File: src/rtl/core/ckc_pkg.sv
// Shared types, constants and helpers of the canonical k-mer counter.
package ckc_pkg;

  localparam int MAX_KMER_LENGTH = 6;
  localparam int COUNT_WIDTH     = 32;
  localparam int KMER_LEN_W      = 3;
  localparam int KMER_CODE_W     = 12;
  localparam int PADDR_W         = 3;

  localparam logic [KMER_LEN_W-1:0] KMER_LEN_RESET = 3'd3;

  // Register index, taken from paddr[2].
  localparam logic REG_KMER_LENGTH = 1'b0;

  // Operation codes of the command field.
  localparam logic [1:0] CMD_FEED  = 2'd0;
  localparam logic [1:0] CMD_QUERY = 2'd1;
  localparam logic [1:0] CMD_CLEAR = 2'd2;

  typedef struct packed {
    logic [1:0]             command;
    logic [7:0]             base_char;
    logic                   seq_start;
    logic [KMER_CODE_W-1:0] query_kmer;
  } item_t;

  typedef struct packed {
    logic                   kmer_counted;
    logic [KMER_CODE_W-1:0] canonical_kmer;
    logic [COUNT_WIDTH-1:0] count;
    logic                   saturated;
  } result_t;

  // Commands from the controller to the datapath.
  typedef struct packed {
    logic capture;
    logic lookup;
    logic finish;
    logic clear_step;
  } ckc_cmd_t;

  // Status from the datapath to the controller.
  typedef struct packed {
    logic op_clear;
    logic clear_last;
  } ckc_status_t;

  // Returns {is_base, code}; code is A=0, C=1, G=2, T/U=3.
  function automatic logic [2:0] base_code(logic [7:0] ch);
    logic [2:0] r;
    unique case (ch)
      8'h41, 8'h61:               r = 3'b100;
      8'h43, 8'h63:               r = 3'b101;
      8'h47, 8'h67:               r = 3'b110;
      8'h54, 8'h74, 8'h55, 8'h75: r = 3'b111;
      default:                    r = 3'b000;
    endcase
    return r;
  endfunction

endpackage

File: src/rtl/core/ckc_ctrl.sv
// Sequencing state machine of the canonical k-mer counter.
module ckc_ctrl (
  input  logic                clk,
  input  logic                rst,
  input  logic                item_valid,
  output logic                item_ready,
  output logic                result_valid,
  input  logic                result_ready,
  input  ckc_pkg::ckc_status_t status,
  output ckc_pkg::ckc_cmd_t    cmd
);
  import ckc_pkg::*;

  localparam logic [1:0] S_CLEAR  = 2'd0;
  localparam logic [1:0] S_IDLE   = 2'd1;
  localparam logic [1:0] S_LOOKUP = 2'd2;
  localparam logic [1:0] S_UPDATE = 2'd3;

  logic [1:0] state;
  logic [1:0] state_next;
  logic       out_busy;
  logic       out_busy_next;
  logic       out_free;

  assign out_free     = !out_busy || result_ready;
  assign item_ready   = (state == S_IDLE);
  assign result_valid = out_busy;

  always_comb begin
    state_next = state;
    cmd        = '0;
    unique case (state)
      S_CLEAR: begin
        cmd.clear_step = 1'b1;
        if (status.clear_last) begin
          state_next = S_IDLE;
        end
      end
      S_IDLE: begin
        if (item_valid) begin
          cmd.capture = 1'b1;
          state_next  = S_LOOKUP;
        end
      end
      S_LOOKUP: begin
        cmd.lookup = 1'b1;
        state_next = S_UPDATE;
      end
      S_UPDATE: begin
        if (out_free) begin
          cmd.finish = 1'b1;
          state_next = status.op_clear ? S_CLEAR : S_IDLE;
        end
      end
      default: state_next = S_CLEAR;
    endcase
  end

  always_comb begin
    out_busy_next = out_busy && !result_ready;
    if (cmd.finish) begin
      out_busy_next = 1'b1;
    end
  end

  always_ff @(posedge clk) begin
    if (rst) begin
      state    <= S_CLEAR;
      out_busy <= 1'b0;
    end else begin
      state    <= state_next;
      out_busy <= out_busy_next;
    end
  end

endmodule

File: config.mk
export PLATFORM = sky130hd
export DESIGN_NAME = ckc_ctrl
export DESIGN_NICKNAME = d
export VERILOG_FILES = /design/src/rtl/core/ckc_pkg.sv /design/src/rtl/core/ckc_ctrl.sv
export SDC_FILE = /design/constraint.sdc
export NUM_CORES = 1
export LEC_CHECK = 0
export ABC_AREA = 1
export BUFFER_PORTS_ARGS = -buffer_cell sky130_fd_sc_hd__clkbuf_2
export CAP_MARGIN = 10
export CORE_AREA = 2 2 39 41
export CTS_BUF_LIST = sky130_fd_sc_hd__clkbuf_16
export DETAILED_ROUTE_END_ITERATION = 16
export DIE_AREA = 0 0 41 43
export HOLD_SLACK_MARGIN = 0.15
export PLACE_DENSITY = 0.49
export SLEW_MARGIN = 20
export SYNTH_ARGS = -nofsm -noshare
export SYNTH_HDL_FRONTEND = slang
export SYNTH_SLANG_ARGS = --single-unit
File: constraint.sdc
create_clock -name clk -period 1.4 [get_ports clk]
set_input_delay 0.28 -clock clk [delete_from_list [all_inputs] [get_ports clk]]
set_output_delay 0.28 -clock clk [all_outputs]
set_load 0.03 [all_outputs]
Word level (Yosys, flattened, before mapping)
Cells that the tools add are included.

storage, ports and cells
  input port bits = 6
  flip-flop bits (word level) = 3
  output and inout port bits = 6

cells by class
  equality and inequality tests = 6
  multiplexer cells = 12
  reductions and logical operators = 6

operator list
  cell                                                                    number
  1-bit two-way mux                                                       8
  2-bit case mux with 4 select lines                                      1
  2-bit two-way mux                                                       3
  2-bit != test (second input constant)                                   3
  2-bit equality test (second input constant)                             2
  3-bit AND reduction                                                     1
  2-bit by 1-bit equality test with 1-bit output (second input constant)  1
  1-bit zero test                                                         2
  2-bit zero test                                                         1
  1-bit logical AND                                                       1
  1-bit logical OR                                                        1

Longest topological paths before layout
  depth after elaboration = 5
  mapped depth = 7

Least setup slack after synthesis
Ideal clock, no wire load.

  path type = reg2out
  from = register state[1]
  to = output cmd[3] (netlist name)
  stages on the path, launching flop included = 5
  buffers on the path = 0
  arrival = 1.061 ns
  data required time = 1.120 ns
  path slack = 0.059 ns
  path through = dfxtp_1 > inv_1 > ha_1 > nand2_1 > inv_1

RTL lines
  item                    RTL line        text
  start, declared         ckc_ctrl.sv:19  logic [1:0] state;
  start signal, assigned  ckc_ctrl.sv:71  state <= state_next;
  end, declared           ckc_ctrl.sv:10  output ckc_pkg::ckc_cmd_t cmd

==> impl_metrics.ini <==
[status]
outcome = completed

[route]
routedWlPerCell_um = 8.30
detailroute.via_count = 250
drc_errors = 0
wl_um = 548
first_iter_violations = 3
drt-vias-per-instance = 3.79
antenna_left = 0
dr.pass1.iters = 3

[clock_tree]
cts_made_buffers = 3
root_buffer = clkbuf_16
clk_pin_slew_worst_paths_ns = 0.03
worstSkewPairLatency_ns = 0.22
cts_hold_buf = 0
htreeDepth = 1
post_cts_buffers = 0
cts_tree = done
cts_sinks = 3
cts_buffer_depth = 2

[sta]
slew_viol_final = 0
setup_violations = 0
maxSlewHeadroom_pct = 88.7
skew_ns = 0.00167
hold_violations = 0
max_freq_mhz = 742
tns_ns = 0
rsz0062_at_grt = no
final.min_clock_period_ns = 1.35
min_period_over_period_pct = 96.3
worstMarginPinSlew_ns = 0.170

[critical_path]
ff2ff_setup_slack_ns = 0.31
reg2reg_depth = 6
critical_path.max_fanout = 4
critPathCapture = cmd[1]
end_kind = primary output
startpoint_type = flop
slowest_stage = dfxtp_4
required_ns = 1.12
arrival_ns = 1.07
r2r_end = state[0]
path_cells = ha_4 > inv_1 > a21oi_2 > buf_4
reg2reg_from = state[0]
slowest_delay_ns = 0.38
path_class = reg -> out
crit_path_start = state[0]

[synth]
ys_ff_latch = 3
synthSimpleGateAreaFrac_pct = 32.2
synthesis.area_um2 = 229
ys_types = 9
synthMuxAreaShare_pct = 0
synth_top_family_by_area = simple AND/OR/NAND/NOR gates
syn_nets = 45
yosysSeqAreaShare_pct = 26.2
synth_xor_area_share_pct = 0
syn_inst = 35
synth_compound_area_share_pct = 6.56
ys.warnings.count = 0
synth_fa_ha_area_share_pct = 21.9
postSynthAreaPerCell_um2 = 6.54

[place]
placed_cell_area_um2 = 304
dp_hpwl_um = 417
gp_congestion = 0.605
port_buffers = 11
post-place-cells = 62

[floorplanning]
fp.dieH_um = 43
start_util_pct = 16.5
core-area_mm2 = 0.00138
num_io_pins = 12
die-area_mm2 = 0.00176
die_w_um = 41
num_rows = 14

[power_and_ir_drop]
seqPwrFrac_pct = 17.2
swShare_pct = 40.0
clock_power_share_pct = 38.5
ir_worst_vdd_uv = 717
p_int_uw = 692
leakage_uw = 0.000228
switchingPower_uw = 462
p_per_area_mw_per_mm2 = 2690
combPwrFrac_pct = 44.2
power_uw = 1150

[run]
drv_cap = 0

[final_layout]
finalInstanceArea_um2 = 429
fin_cells = 66
finalNetCount = 61
final_common_cell = nand2_1
area_growth_pct = 87.4
fin_util_pct = 31.0
final_cell_mix = nand2_1, clkbuf_2, inv_1, nor2_1, clkbuf_16
drive_gt1_share_pct = 48.0
fillCellCount = 156
diodes = 0

[grt]
antenna_found_initial = 0
grt_usage_pct = 7.62
gr-total-overflow = 0
grt_pass1_vias = 240
grt_max_degree = 5
grt_pass1_wl_um = 814

[hold_path]
min_from = rst
min_path_type = in -> reg
what timing repair did:
action	CTS	global route
gates cloned	0	0
hold endpoints to repair	0	0
setup endpoints to repair	3	3
gates resized for setup	6	11
sequential cells by signal, indices dropped and copies added (netlist names):
signal / count
result_valid: 1
state: 2
layout make-up:
| class | instances | area [um^2] | area share (%) |
|---|---|---|---|
| clock buffer | 3 | 75.1 | 17.5 |
| clock inverter | 1 | 3.75 | 0.875 |
| inverter | 8 | 30.0 | 7.00 |
| multi-input combinational | 24 | 170 | 39.7 |
| sequential | 3 | 67.6 | 15.7 |
| tap | 16 | 20.0 | 4.66 |
| timing repair buffer | 11 | 62.6 | 14.6 |
worst min-delay path by stage:
stage,to,slack [ns],cells after the start
detailed placement,result_valid,0.46,2
floorplan,result_valid,0.35,1
global placement,result_valid,0.46,2
CTS,result_valid,0.23,2
finish,result_valid,0.23,2
global route,result_valid,0.24,2
per-stage QoR:
stage                     setup slack, ns  hold WS (ns)
after floorplan                    0.0590         0.349
after global placement              0.158         0.459
after detailed placement            0.157         0.461
after CTS                         -0.0145         0.227
after global routing              0.00451         0.236
final                              0.0519         0.228
power groups by stage:
stage                     combinational, uW  sequential (uW)  clock, uW
final                                   510              199        445
after global routing                    574              206        463
after CTS                               484              162        458
after detailed placement                468              155          0
after global placement                  468              155          0
after floorplan                         364              157          0
logic make-up after synthesis:
logic type,Yosys count
AOI/OAI and AO/OA,3
adders and majority gates,4
buffers and inverters,8
and+or+nand+nor,17
DFF,3
per-layer routing:
metal / share of wire (%) / track usage [%]
met5: 0 / 0
met4: 0 / 10.0
met3: 4.6 / 3.14
met2: 57 / 11.6
met1: 38 / 5.75
Yosys cell counts, drive strengths merged:
cell / instances / area, um^2
nand2: 10 / 40.0
inv: 8 / 30.0
nor2: 5 / 18.8
ha: 4 / 50.1
a21oi: 3 / 15.0
dfxtp: 3 / 60.1
nand3: 2 / 15.0
worst max-delay path, delay by kind of cell (launching register included):
family	cells	cell delay, ns
adder cells (fa/ha/maj)	1	0.14
AO/OA/AOI/OAI	1	0.10
buffers and inverters	2	0.22
flip-flops	1	0.38
Power figures use the tool's default switching activity.
